==> config.mk <==
export PLATFORM = sky130hd
export DESIGN_NAME = awtf_front_flat
export DESIGN_NICKNAME = d
export VERILOG_FILES = /design/src/rtl/core/awtf_pkg.sv /design/src/rtl/core/awtf_if.sv /design/src/rtl/core/awtf_front.sv /design/src/flat_wrapper.sv
export SDC_FILE = /design/constraint.sdc
export NUM_CORES = 1
export LEC_CHECK = 0
export BUFFER_PORTS_ARGS = -buffer_cell sky130_fd_sc_hd__buf_2
export CAP_MARGIN = 20
export CORE_MARGIN = 2
export CORE_UTILIZATION = 57
export DETAILED_ROUTE_END_ITERATION = 12
export PLACE_DENSITY = 0.8
export SLEW_MARGIN = 20
export SYNTH_ARGS = -nofsm -noshare
export SYNTH_HDL_FRONTEND = slang
export SYNTH_SLANG_ARGS = --single-unit
==> constraint.sdc <==
create_clock -name i_clk -period 4 [get_ports i_clk]
set_input_delay 0.8 -clock i_clk [delete_from_list [all_inputs] [get_ports i_clk]]
set_output_delay 0.8 -clock i_clk [all_outputs]
set_load 0.02 [all_outputs]
==> src/rtl/core/awtf_pkg.sv <==
// Package: shared constants, types and state encoding for the translation fit.
package awtf_pkg;

    localparam int unsigned MAX_POINTS_DEF = 1024;
    localparam int unsigned QUEUE_DEPTH    = 4;
    localparam int unsigned QPTR_W         = $clog2(QUEUE_DEPTH);

    localparam int unsigned NUM_W  = 77;  // signed numerator
    localparam int unsigned DET_W  = 55;  // signed determinant
    localparam int unsigned MAG_W  = NUM_W - 1;
    localparam int unsigned DMAG_W = DET_W;

    typedef enum logic [1:0] {
        ST_OK       = 2'd0,
        ST_SINGULAR = 2'd1,
        ST_TOO_MANY = 2'd2
    } t_status;

    typedef enum logic [2:0] {
        S_ACC,
        S_DET_A,
        S_DET_B,
        S_NUM,
        S_DIV,
        S_OUT
    } t_state;

    // One classified point: displacement and weights.
    typedef struct packed {
        logic signed [16:0] ddx;
        logic signed [16:0] ddy;
        logic        [15:0] wxx;
        logic signed [15:0] wxy;
        logic        [15:0] wyy;
        logic               last;
    } t_item;

    // Queue handshake toward the back end.
    typedef struct packed {
        logic  valid;
        t_item item;
    } t_queue_head;

endpackage

==> src/rtl/core/awtf_if.sv <==
// Interfaces: point-pair input channel and fit result channel.
interface awtf_pt_if;
    logic               valid;
    logic               ready;
    logic signed [15:0] src_x;
    logic signed [15:0] src_y;
    logic signed [15:0] dst_x;
    logic signed [15:0] dst_y;
    logic        [15:0] weight_xx;
    logic signed [15:0] weight_xy;
    logic        [15:0] weight_yy;
    logic               last_point;

    modport source (output valid, src_x, src_y, dst_x, dst_y, weight_xx, weight_xy,
                    weight_yy, last_point, input ready);
    modport sink   (input valid, src_x, src_y, dst_x, dst_y, weight_xx, weight_xy,
                    weight_yy, last_point, output ready);
endinterface


==> src/rtl/core/awtf_front.sv <==
// Front end: accepts point pairs, forms displacements, buffers them in a short queue.
module awtf_front (
    input  logic                      i_clk,
    input  logic                      i_rst_n,
    awtf_pt_if.sink                   i_pt,
    input  logic                      i_pop,
    output awtf_pkg::t_queue_head     o_head
);
    import awtf_pkg::*;

    t_item               r_mem [QUEUE_DEPTH];
    logic [QPTR_W-1:0]   r_wr;
    logic [QPTR_W-1:0]   r_rd;
    logic [QPTR_W:0]     r_cnt;
    logic                push;
    logic                pop;
    t_item               item;

    // Classify: displacement in Q13.4
    always_comb begin
        item.ddx  = 17'(i_pt.dst_x) - 17'(i_pt.src_x);
        item.ddy  = 17'(i_pt.dst_y) - 17'(i_pt.src_y);
        item.wxx  = i_pt.weight_xx;
        item.wxy  = i_pt.weight_xy;
        item.wyy  = i_pt.weight_yy;
        item.last = i_pt.last_point;
    end

    assign i_pt.ready   = (r_cnt != (QPTR_W+1)'(QUEUE_DEPTH));
    assign push         = i_pt.valid && i_pt.ready;
    assign pop          = i_pop && (r_cnt != '0);
    assign o_head.valid = (r_cnt != '0);
    assign o_head.item  = r_mem[r_rd];

    // Store the incoming transaction
    always_ff @(posedge i_clk) begin
        if (push) begin
            r_mem[r_wr] <= item;
        end
    end

    // Advance pointers and fill count
    always_ff @(posedge i_clk) begin
        if (!i_rst_n) begin
            r_wr  <= '0;
            r_rd  <= '0;
            r_cnt <= '0;
        end else begin
            if (push) r_wr <= r_wr + 1'b1;
            if (pop)  r_rd <= r_rd + 1'b1;
            case ({push, pop})
                2'b10:   r_cnt <= r_cnt + 1'b1;
                2'b01:   r_cnt <= r_cnt - 1'b1;
                default: r_cnt <= r_cnt;
            endcase
        end
    end

endmodule

==> src/flat_wrapper.sv <==
// flat-port wrapper written by rule: the top's interface ports become plain ports
module awtf_front_flat import awtf_pkg::*;
  (i_clk, i_rst_n, i_pop, o_head, i_pt_valid, i_pt_src_x, i_pt_src_y, i_pt_dst_x, i_pt_dst_y, i_pt_weight_xx, i_pt_weight_xy, i_pt_weight_yy, i_pt_last_point, i_pt_ready);
  awtf_pt_if i_pt_i ();
  input  logic i_clk;
  input  logic i_rst_n;
  input  logic i_pop;
  output awtf_pkg::t_queue_head o_head;
  input wire logic [$bits(i_pt_i.valid)-1:0] i_pt_valid;
  input wire logic [$bits(i_pt_i.src_x)-1:0] i_pt_src_x;
  input wire logic [$bits(i_pt_i.src_y)-1:0] i_pt_src_y;
  input wire logic [$bits(i_pt_i.dst_x)-1:0] i_pt_dst_x;
  input wire logic [$bits(i_pt_i.dst_y)-1:0] i_pt_dst_y;
  input wire logic [$bits(i_pt_i.weight_xx)-1:0] i_pt_weight_xx;
  input wire logic [$bits(i_pt_i.weight_xy)-1:0] i_pt_weight_xy;
  input wire logic [$bits(i_pt_i.weight_yy)-1:0] i_pt_weight_yy;
  input wire logic [$bits(i_pt_i.last_point)-1:0] i_pt_last_point;
  output wire logic [$bits(i_pt_i.ready)-1:0] i_pt_ready;
  assign i_pt_i.valid = i_pt_valid;
  assign i_pt_i.src_x = i_pt_src_x;
  assign i_pt_i.src_y = i_pt_src_y;
  assign i_pt_i.dst_x = i_pt_dst_x;
  assign i_pt_i.dst_y = i_pt_dst_y;
  assign i_pt_i.weight_xx = i_pt_weight_xx;
  assign i_pt_i.weight_xy = i_pt_weight_xy;
  assign i_pt_i.weight_yy = i_pt_weight_yy;
  assign i_pt_i.last_point = i_pt_last_point;
  assign i_pt_ready = i_pt_i.ready;
  awtf_front u_core (.i_clk(i_clk), .i_rst_n(i_rst_n), .i_pt(i_pt_i), .i_pop(i_pop), .o_head(o_head));
endmodule
# Word-level counts from Yosys, hierarchy flattened
# Memories as Yosys holds them, arrays and structs flattened. A register that Yosys moved wholly into a read port is not among the register bits.
# Index checks and enable logic that the tools add are counted.
dict set report word_totals {
  wordCells 22
  ff_bits 7
  mem_bits_rw 332
  mem_count 1
  output_inout_bits 85
  in_bits 117
}
dict set report classes {
  add_sub_neg 6
  mux 5
  reduce_logical 4
  n_eq_ne 3
}
# name depth word_bits rd rd_ports_with_merged_regs write_ports line
set mem_list {}
lappend mem_list {u_core.r_mem 4 83 1 1 1 awtf_front.sv:11} ;# t_item r_mem [QUEUE_DEPTH];
# operator n
set ops {}
lappend ops {{$sub A16 B16 Y17} 2}
lappend ops {{$pmux W3 S2} 1}
lappend ops {{$add A2 B1 Y2 const B} 2}
lappend ops {{$mux W2} 2}
lappend ops {{$add A3 B1 Y3 const B} 1}
lappend ops {{$ne A3 B3 Y1 const B} 1}
lappend ops {{$reduce_bool A3 Y1} 1}
lappend ops {{$sub A3 B1 Y3 const B} 1}
lappend ops {{$eq A2 B1 Y1 const B} 1}
lappend ops {{$eq A2 B2 Y1 const B} 1}
lappend ops {{$logic_and A1 B1 Y1} 2}
lappend ops {{$mux W1} 2}
lappend ops {{$reduce_bool A2 Y1} 1}

# Depth between registers and ports, before layout
# Gate-level depths: netlist of the first run.
dict set report depth {
  depth_word 4
  mapped_depth 10
}

# Least setup slack after synthesis of the first run
# OpenSTA, ideal clock, no wires.
dict set report synth_timing {
  path_type {input to register}
  start {in i_pt_valid}
  end {mem u_core.r_mem[0][0] (netlist name) (enable)}
  required_time_ns 3.549
  stages 1
  n_path_buf 0
  path_slack_ns 0.766
  arrival_time_ns 2.783
  path_cell_list {and3_1}
}
dict set report synth_between {
  elab_chain_cells 3
}
# item line
set synth_lines {}
lappend synth_lines {{from (decl)} flat_wrapper.sv:9} ;# input wire logic [$bits(i_pt_i.valid)-1:0] i_pt_valid;
lappend synth_lines {{$logic_and A1 B1 Y1} awtf_front.sv:30} ;# assign push = i_pt.valid && i_pt.ready;
lappend synth_lines {{$mux W1} awtf_front.sv:37} ;# if (push) begin
lappend synth_lines {{$mux W1 (not written as such)} awtf_front.sv:38} ;# r_mem[r_wr] <= item;
lappend synth_lines {{to (decl)} awtf_front.sv:11}
# Every way passes these cells.

==> implementation parameters, run 1 <==
Parameter                              Value

Status
  Status    finished, final reports clean

Routing
  DRC violation total after the first TritonRoute iteration    around 580
  Post-DR vias/cell    5.71
  Number of vias in the routed layout    7317
  Routed Wire Length    27000 um
  Number of nets with antenna violations after detailed routing    0
  First-pass iteration count of the detailed router    4
  Residual DRC count    0
  DR WL/cell    21.1 um

Clock tree
  Root Buffer Master    sky130_fd_sc_hd__clkbuf_16
  CTS Hold Buffers Added    0
  Source-to-sink clock delay at the later pin of the worst-skew pair    510 ps
  Register clock-pin slew on the reported worst setup and hold paths    60 ps
  Clock tree from TritonCTS    built
  Total clock sinks    341
  CTS resizes    0
  H-Tree Depth    2
  Postcts setup bufs    0
  CTS buffer count    34
  Clock Path Buffers    3

Global route
  Initial antenna violation count    1
  Maximum number of pins on one net before global-route repair    48
  Fraction of met2 tracks used by global routing    36.1%
  Total congestion overflow    0
  Total global routing track utilization    21.1%
  Met3 track utilization from global routing    3.46%
  Global-route wire length before repair    41500 um
  Via count of the first global-routing pass    7553
  Top Usage Layer GRT    met2
  Met1 Usage GRT    28.6%

Power and ir drop
  PwrDens    about 630 nW/um^2
  Max IR drop VDD    0.000442 V
  Net switching share of the total power    about 29%
  Switch Pwr    3.00 mW
  Internal power of the cells    7.41 mW
  Combinational Power Share    26.6%
  Static leakage    between 5 and 6 nW
  Relative contribution of sequential cells to total power    43.8%
  Share of power burned in the clock network    29.6%

Yosys
  Number of distinct library cells after synthesis    47
  EDFF count, synth    roughly 330
  Post-synthesis cell type with the largest combined area    sky130_fd_sc_hd__edfxtp_1
  Post-synthesis area per instance    19.7 um^2
  Synth top area share    71.4%
  Multiplexer fraction of the synthesized cell area    13.5%
  Async SR Flop Fraction    0%
  Parity-gate share of the synthesized area counting xor and xnor cells    under 10%
  Post-synthesis share of cell area spent on and, or, nand and nor gates    under 10%
  Most used DFF post-synth    sky130_fd_sc_hd__edfxtp_1
  Synthesized-area fraction occupied by adder cells    between 3 and 4%
  Number of synthesized register bits    341
  Main area contributors after synthesis    sky130_fd_sc_hd__edfxtp_1, sky130_fd_sc_hd__mux4_2, sky130_fd_sc_hd__ha_1
  Net count of the mapped netlist    just under 900
  Most used standard cell by instance count after synthesis    sky130_fd_sc_hd__edfxtp_1
  Combinational family with the most area after synthesis    multiplexers
  Post-synth design cell area    between 10000 and 15000 um^2
  Fraction of the mapped netlist area in compound gates    between 3 and 4%
  Number of warnings printed during yosys synthesis    0
  Syn Inst Count    708
  Most numerous cell types in the synthesized netlist    sky130_fd_sc_hd__edfxtp_1, sky130_fd_sc_hd__mux4_2, sky130_fd_sc_hd__inv_1
  Sequential share of the synthesized area    between 70 and 80%

Timing
  Final Hold Fails    0
  Fin crit share    about three quarters
  Setup repair after global routing missed its margin    no
  Fmax    approximately 330 MHz
  Worst-case clock skew    about 21 ps
  Summed negative setup slack over all endpoints    0 ps
  Final-report setup violation count    0
  Tmin final    slightly above 3000 ps
  Rel. slew slack    52.5%
  Max Transition Viols Final    0
  Slew of the pin with the lowest slew margin    713 ps

Hold path
  Hold Startpoint    i_pt_weight_xy[9]
  Number of instances on the worst hold path    1
  Path type of the worst min-delay path    input port to flip-flop
  Hold endpoint    u_core.r_mem[2][26]

Setup path
  Crit Reg-Reg Endpoint    u_core.r_cnt[2]
  Signal arrival time at the worst endpoint    2250 ps
  Type of the setup path with the least slack    flip-flop to primary output
  Depth of the worst register-to-register path    10
  Worst reg2reg setup slack    1730 ps
  Critical path required time    3200 ps
  Kind of capture point of the worst setup path    primary output
  Critical Path Source Type    flip-flop
  Start of the worst register-to-register path    u_core.r_cnt[1]
  Peak fanout along the critical path    36

Floorplanning
  Die Ht    160 um
  Core Footprint    approximately 24000 um^2
  Std-Cell Rows    between 50 and 60
  Die width    160 um
  Effective utilization at floorplan    between 50 and 60%
  Top-level I/O count    202
  Die area    around 26000 um^2

Finish
  Summed area of non-filler cells in the final layout    between 15000 and 20000 um^2
  Final Instance Count excl. Fillers    about 1300
  Footprint of the multi-input gates    3570 um^2
  Area added between synthesis and finish    18.5%
  Fraction of final layout cells sized beyond drive strength 1    36.8%
  Layout filler cell count    1560
  Net count, final    1091
  FF+latch area    10200 um^2

Flow run
  Max-cap viol count    0

Placement
  Area post-placement    15400 um^2
  Number of placed cells counting well taps    1222
  HPWL Detailed    16500 um
  Global placement routability congestion    between 0.8 and 0.9
  Number of buffers added on ports    201
==> sequential cells by signal (all words and copies together) (netlist names), named ones only <==
name	cells
u_core.r_mem	332
u_core.r_cnt	3
u_core.r_rd	2
u_core.r_wr	2
==> critical path, cell delays in order, from the launching register on <==
cell	delay, ps
sky130_fd_sc_hd__dfxtp_4	360
sky130_fd_sc_hd__buf_4	560
sky130_fd_sc_hd__mux4_2	630
sky130_fd_sc_hd__buf_2	190
==> per-layer routing <==
layer	routed length (um)	vias up
met1	11200	3708
met4	570	0
met3	1540	42
li1	-	3314
met2	13700	253
met5	0	-
==> how the worst max path moves through the flow <==
| stage | startpoint | endpoint | slack (ps) | cells past startpoint |
|---|---|---|---|---|
| after floorplan | i_pt_valid | u_core.r_mem[0][0] | 770 | 1 |
| after global placement | i_pt_dst_y[0] | u_core.r_mem[2][63] | 980 | 9 |
| after detailed placement | i_pt_dst_y[0] | u_core.r_mem[3][63] | 920 | 9 |
| after CTS | flip-flop | o_head[67] | 860 | 3 |
| after global routing | flip-flop | o_head[67] | 800 | 3 |
| final | flip-flop | o_head[67] | 950 | 3 |
==> placed cells by master (no fill, tap or decap), types with 13 or more instances in the layout <==
master and count:
sky130_fd_sc_hd__ha_1 37, sky130_fd_sc_hd__xnor2_1 19, sky130_fd_sc_hd__inv_1 46, sky130_fd_sc_hd__nor2_1 16, sky130_fd_sc_hd__buf_2 201, sky130_fd_sc_hd__clkbuf_16 34
sky130_fd_sc_hd__a21o_1 13, sky130_fd_sc_hd__o21ai_0 13, sky130_fd_sc_hd__nand2_1 15, sky130_fd_sc_hd__mux4_2 83, sky130_fd_sc_hd__edfxtp_1 332, sky130_fd_sc_hd__a21oi_1 17
==> kinds of logic after synthesis <==
logic type	after synthesis
AO/OA/AOI/OAI	69
XOR/XNOR	29
adder cells (fa/ha/maj)	40
buffers and inverters	64
flip-flops	341
multiplexers	85
AND/OR/NAND/NOR	80
==> layout make-up <==
class,instances,share of cell area (%)
inverters,46,1.04
flip-flops and latches,341,61.4
well taps,324,2.45
clock inverters,20,1.32
repair buffers,208,6.86
multi-input cells,303,21.6
clock buffers,39,5.26
diodes,1,0.0151
==> metrics by stage <==
step / setup slack [ps] / power, mW / utilization, % / hold slack [ps]
after global routing: 801 / 10.8 / 68.4 / 485
after detailed placement: 915 / 7.43 / 63.9 / 516
after CTS: 859 / 10.5 / 68.4 / 481
after floorplan: 766 / 6.55 / - / 473
final: 952 / 10.4 / 68.4 / 500
after global placement: 982 / 7.36 / 63.9 / 497
==> power groups by stage <==
stage / Sequential [mW] / Combinational [mW] / Clock [mW]
detailed placement: 4.62 / 2.80 / 0
global route: 4.59 / 2.97 / 3.29
floorplan: 4.57 / 1.97 / 0
CTS: 4.56 / 2.83 / 3.15
global placement: 4.59 / 2.76 / 0
finish: 4.56 / 2.77 / 3.08
Note: power is estimated with default switching activity, not from simulation.
==> inputs of run 2 (changes only) <==
CORE_UTILIZATION = 52   (was 57)
PLACE_DENSITY = 0.76   (was 0.8)
clock period = 2.8 ns   (was 4 ns; I/O delays follow)
==> run 2 against run 1 <==
Net effect: clock power up 44%; non-clock buffer count up 8; routed wire length down 6.1%; cell count up 2.0%; register-to-register slack worse by 1200 ps; sequential share of layout area down 0.65 points; hold slack worse by 250 ps; total power up 44%; first-iteration DRC count up 4.5%; worst setup slack worse by 820 ps; critical path type unchanged.
==> implementation parameters, run 2 (synthesis gave the netlist of run 1 again) <==
Parameter                              Value

Clock tree
  H-Tree Depth    2
  Source-to-sink clock delay at the later pin of the worst-skew pair    between 500 and 600 ps
  CTS resizes    0
  Postcts setup bufs    0
  Register clock-pin slew on the reported worst setup and hold paths    around 60 ps
  Total clock sinks    341
  Clock tree from TritonCTS    built
  Root Buffer Master    sky130_fd_sc_hd__clkbuf_16
  CTS buffer count    36
  CTS Hold Buffers Added    0
  Clock Path Buffers    3

Timing
  Setup repair after global routing missed its margin    no
  Slew of the pin with the lowest slew margin    527 ps
  Least setup slack across all paths after layout    131 ps
  Fmax    approximately 370 MHz
  Max Transition Viols Final    0
  Summed negative setup slack over all endpoints    0 ps
  Tmin final    2670 ps
  Rel. slew slack    between 60% and 70%
  Final Hold Fails    0
  Final-report setup violation count    0
  Worst-case clock skew    about 20 ps
  Fin crit share    95.3%
  Hold slack final    255 ps

Finish
  Largest regs    u_core.r_mem (332), u_core.r_cnt (3)
  Most frequent cells in the layout    sky130_fd_sc_hd__edfxtp_1, sky130_fd_sc_hd__buf_2, sky130_fd_sc_hd__mux4_2
  Final core area utilization    63.8%
  Summed area of non-filler cells in the final layout    16700 um^2
  Flip-flop count of the largest register after layout    332
  Fraction of final layout cells sized beyond drive strength 1    36.9%
  Register bank with the most flops    u_core.r_mem
  Most common cell after layout, fill and taps aside    sky130_fd_sc_hd__edfxtp_1
  Layout filler cell count    between 1500 and 2000
  Net count, final    1101
  Area added between synthesis and finish    19.8%
  Final Instance Count excl. Fillers    1307

Routing
  DR WL/cell    around 19 um
  Routed Wire Length    25400 um
  Number of nets with antenna violations after detailed routing    0
  DRC violation total after the first TritonRoute iteration    610
  Number of vias in the routed layout    7226
  Post-DR vias/cell    5.53
  First-pass iteration count of the detailed router    5
  Residual DRC count    0

Global route
  Maximum number of pins on one net before global-route repair    46
  Total global routing track utilization    18.2%
  Top Usage Layer GRT    met2
  Global-route wire length before repair    39800 um
  Met1 Usage GRT    around a quarter
  Total congestion overflow    0
  Initial antenna violation count    1
  Via count of the first global-routing pass    about 7500
  Met3 track utilization from global routing    about 3.8%
  Fraction of met2 tracks used by global routing    30.7%

Setup path
  Signal arrival time at the worst endpoint    ~2100 ps
  Type of the setup path with the least slack    flip-flop to primary output
  Peak fanout along the critical path    26
  Critical Path Source Type    flip-flop
  Critical path required time    2240 ps
  Kind of capture point of the worst setup path    primary output

Power and ir drop
  PwrDens    895 nW/um^2
  Combinational Power Share    26.7%
  Share of power burned in the clock network    29.7%
  Net switching share of the total power    28.7%
  Switch Pwr    4.29 mW
  Internal power of the cells    ~11 mW
  Relative contribution of sequential cells to total power    43.6%
  Static leakage    6.05 nW
  Max IR drop VDD    about 0.00057 V
  Total power consumption of the routed design    15.0 mW

Floorplanning
  Std-Cell Rows    59
  Die Ht    168 um
  Die area    approximately 28000 um^2
  Effective utilization at floorplan    53.2%
  Die width    168 um
  Top-level I/O count    202
  Core Footprint    26200 um^2

Hold path
  Path type of the worst min-delay path    input port to flip-flop

Placement
  Number of placed cells counting well taps    1241
  HPWL Detailed    roughly 16000 um
  Global placement routability congestion    0.809
  Pre-CTS setup slack    59.2 ps
  Area post-placement    15600 um^2
  Number of buffers added on ports    201

Flow run
  Max-cap viol count    0

Status
  Status    finished, final reports clean
==> run 2: cell count changes in the layout (fill, tap and decap cells not counted), sizes merged <==
cell | before | now
buf | 208 | 216
bufinv | 4 | 2
clkinvlp | 0 | 2
clkinv | 14 | 12
inv | 48 | 47
clkbuf | 39 | 48
==> run 2: layer usage <==
metal  part of all wire (%)  wire length, um  vias to the layer above
met3                    6.3             1600                       38
met2                     50            12600                      226
met4                    1.9              483                        0
li1                       -                -                     3330
met5                      0                0                        -
met1                     42            10600                     3632
==> run 2: power by group through the flow <==
stage / logic (mW) / registers [mW] / clock network, mW
floorplan: 2.82 / 6.51 / 0
global placement: 4.03 / 6.61 / 0
detailed placement: 4.06 / 6.64 / 0
CTS: 4.07 / 6.54 / 4.53
global route: 4.29 / 6.59 / 4.73
finish: 3.99 / 6.53 / 4.44
==> run 2: layout make-up <==
cell class              count  area (um^2)  share of cell area, %
flip-flops and latches    341        10200                   60.8
multi-input cells         303         3570                   21.4
repair buffers            216         1270                   7.59
clock buffers              48          966                   5.78
well taps                 335          419                   2.51
inverters                  46          173                   1.03
clock inverters            17          151                  0.906
diodes                      1         2.50                 0.0150
==> run 2: final timing paths <==
kind,start,to,slack [ps],cells after the start
min reg2reg,u_core.r_wr[1],u_core.r_wr[1],510,2
max,flip-flop,o_head[69],130,3
min,i_pt_weight_yy[13],u_core.r_mem[0][14],250,1
max reg2reg,u_core.r_cnt[0],u_core.r_cnt[2],540,10
==> run 2: worst max-delay path: stages, from the launching register on <==
cell and delay [ps]:
sky130_fd_sc_hd__dfxtp_4 550, sky130_fd_sc_hd__buf_12 280, sky130_fd_sc_hd__mux4_2 580, sky130_fd_sc_hd__buf_2 180
==> inputs of run 3 (changes only) <==
==> constraint.sdc (replaced) <==
create_clock -name i_clk -period 2.8 [get_ports i_clk]
set_input_delay 0.14 -clock i_clk [delete_from_list [all_inputs] [get_ports i_clk]]
set_output_delay 0.14 -clock i_clk [all_outputs]
set_load 0.02 [all_outputs]
==> run 3 against run 2 <==
Net effect: critical path depth unchanged; via count is 3.7% higher; global-route usage up 0.93 points; combinational power grew 3%; design area is 3.1% higher; register-to-register slack better by 20 ps; die area unchanged; sequential share of layout area shrank 1.8 points; routed wire length is 5.7% higher; flip-flop and latch count unchanged; clock skew decreased by 6.5 ps; sequential power barely moved; largest power group unchanged.
==> implementation parameters, run 3 (synthesis gave the netlist of run 1 again) <==
Parameter                              Value

Setup path
  Worst-path cell chain    buf_12 -> mux4_2 -> buf_2
  Critical Path Source Type    flip-flop
  Worst stage delay on the critical path    just under 600 ps
  Worst reg2reg setup slack    roughly 560 ps
  Depth of the worst register-to-register path    10
  Cell type of the slowest stage on the worst timing path    sky130_fd_sc_hd__mux4_2
  Critical path required time    2660 ps
  Number of buffers and inverters on the critical path    2
  Peak fanout along the critical path    40
  Top cell family by delay on the critical path    multiplexers
  Crit Reg-Reg Endpoint    u_core.r_cnt[2]
  Kind of capture point of the worst setup path    primary output
  Type of the setup path with the least slack    flip-flop to primary output
  Start of the worst register-to-register path    u_core.r_cnt[0]
  Signal arrival time at the worst endpoint    approximately 2200 ps

Timing
  Summed negative setup slack over all endpoints    0 ps
  Hold slack final    70.0 ps
  Worst-case clock skew    around 13 ps
  Fmax    426 MHz
  Fin crit share    between 80% and 90%
  Tmin final    2350 ps
  Setup repair after global routing missed its margin    no
  Max Transition Viols Final    0
  Final Hold Fails    0
  Rel. slew slack    62.9%
  Slew of the pin with the lowest slew margin    550 ps
  Least setup slack across all paths after layout    454 ps
  Final-report setup violation count    0

Routing
  Number of nets with antenna violations after detailed routing    0
  DRC violation total after the first TritonRoute iteration    559
  Post-DR vias/cell    5.51
  Met3 wire length    1440 um
  First-pass iteration count of the detailed router    5
  DR WL/cell    around 20 um
  Number of vias in the routed layout    7492
  Met2 wirelength from detailed routing    13400 um
  Routed Wire Length    26800 um
  Residual DRC count    0
  DRT met1 WL    11500 um
  Top layer used by detailed routing    met4

Finish
  Most frequent cells in the layout    sky130_fd_sc_hd__edfxtp_1, sky130_fd_sc_hd__buf_2, sky130_fd_sc_hd__mux4_2
  Fraction of final layout cells sized beyond drive strength 1    35.2%
  Most common cell after layout, fill and taps aside    sky130_fd_sc_hd__edfxtp_1
  Register bank with the most flops    u_core.r_mem
  Antenna fix cells    0
  Flip-flop count of the largest register after layout    between 300 and 400
  Net count, final    1155
  Area added between synthesis and finish    23.5%
  Layout filler cell count    1711
  Final core area utilization    65.8%
  Largest regs    u_core.r_mem (332), u_core.r_cnt (3)

Global route
  Via count of the first global-routing pass    7967
  Global-route wire length before repair    ~42000 um
  Maximum number of pins on one net before global-route repair    84
  Initial antenna violation count    0
  Total global routing track utilization    a little under a fifth
  Total congestion overflow    0

Floorplanning
  Effective utilization at floorplan    a little over half
  Die Ht    168 um
  Top-level I/O count    approximately 200
  Std-Cell Rows    slightly below 60
  Die width    between 150 and 200 um
  Die area    28200 um^2
  Core Footprint    26200 um^2

Status
  Status    finished, final reports clean

Clock tree
  Root Buffer Master    sky130_fd_sc_hd__clkbuf_16
  Clock Path Buffers    3
  Register clock-pin slew on the reported worst setup and hold paths    60 ps
  Source-to-sink clock delay at the later pin of the worst-skew pair    roughly 500 ps
  Total clock sinks    341
  H-Tree Depth    2
  Clock tree from TritonCTS    built
  CTS buffer count    37

Hold path
  Path type of the worst min-delay path    input port to flip-flop
  Number of instances on the worst hold path    3
  Hold endpoint    u_core.r_mem[3][66]
  Hold Startpoint    i_pt_src_x[0]

Flow run
  Max-cap viol count    0

Placement
  Global placement routability congestion    0.781
  Number of buffers added on ports    201
  Pre-CTS setup slack    between 400 and 500 ps
  HPWL Detailed    16700 um

Power and ir drop
  Total power consumption of the routed design    15.1 mW
  Static leakage    between 6 and 7 nW
  PwrDens    878 nW/um^2
  Max IR drop VDD    0.000629 V
-- run 3: changes by cell type in the layout (fill, tap and decap cells not counted), moves of 2 or more --
cell,change
sky130_fd_sc_hd__dlygate4sd3_1,+50
sky130_fd_sc_hd__buf_4,+5
sky130_fd_sc_hd__buf_12,-2
sky130_fd_sc_hd__clkbuf_8,-2
sky130_fd_sc_hd__inv_6,+2
-- run 3: worst max-delay path by stage --
stage | from | slack (ps) | cells after the start | end
after floorplan | u_core.r_cnt[0] | 560 | 3 | u_core.r_mem[0][0]
after global placement | i_pt_dst_y[0] | 470 | 9 | u_core.r_mem[2][63]
after detailed placement | i_pt_dst_y[0] | 400 | 9 | u_core.r_mem[2][63]
after CTS | flip-flop | 390 | 3 | o_head[21]
after global routing | u_core.r_cnt[0] | 330 | 10 | u_core.r_cnt[2]
final | flip-flop | 450 | 3 | o_head[21]
-- run 3: per-layer routing --
metal / global-route usage (%) / vias to the layer above
met5: 0 / -
met4: 5.03 / 0
met3: 3.50 / 34
met2: 32.6 / 217
met1: 25.9 / 3796
li1: - / 3445
-- run 3: layout make-up --
cell class / instances / area (um^2) / area share [%]
well taps: 335 / 419 / 2.43
flip-flops and latches: 341 / 10200 / 58.9
repair buffers: 269 / 1770 / 10.3
clock inverters: 19 / 180 / 1.05
inverters: 46 / 173 / 1.00
multi-input cells: 303 / 3570 / 20.7
clock buffers: 47 / 963 / 5.59
-- run 3: worst register-to-register path, cell delays in order (launching register included) --
cell and delay, ps:
sky130_fd_sc_hd__dfxtp_1 330, sky130_fd_sc_hd__inv_1 100, sky130_fd_sc_hd__nand3_1 180, sky130_fd_sc_hd__and2_1 250, sky130_fd_sc_hd__inv_1 80, sky130_fd_sc_hd__ha_1 170
sky130_fd_sc_hd__inv_1 60, sky130_fd_sc_hd__fa_1 370, sky130_fd_sc_hd__xor2_1 160, sky130_fd_sc_hd__or3_1 300, sky130_fd_sc_hd__a21boi_0 170
-- run 3: stage by stage --
step                      cells  instance area, um^2
final                      1360                17200
after global routing       1360                17200
after CTS                  1360                17200
after detailed placement   1244                15600
after global placement     1244                15600
after floorplan             708                14000
-- run 3: repair_timing --
| item | 4_1_cts | 5_1_grt |
|---|---|---|
| hold buffers | 50 | 0 |
| resized for setup | 0 | 0 |
| setup buffers | 0 | 0 |
| endpoints found under the hold margin | 205 | 0 |
-- run 3: where the power goes --
part	total (mW)	internal [mW]	leakage (nW)	switching, mW
sequential	6.52	6.32	3.12	0.204
clock	4.52	2.72	0.547	1.80
combinational	4.09	1.77	2.60	2.32
total	15.1	10.8	6.27	4.33
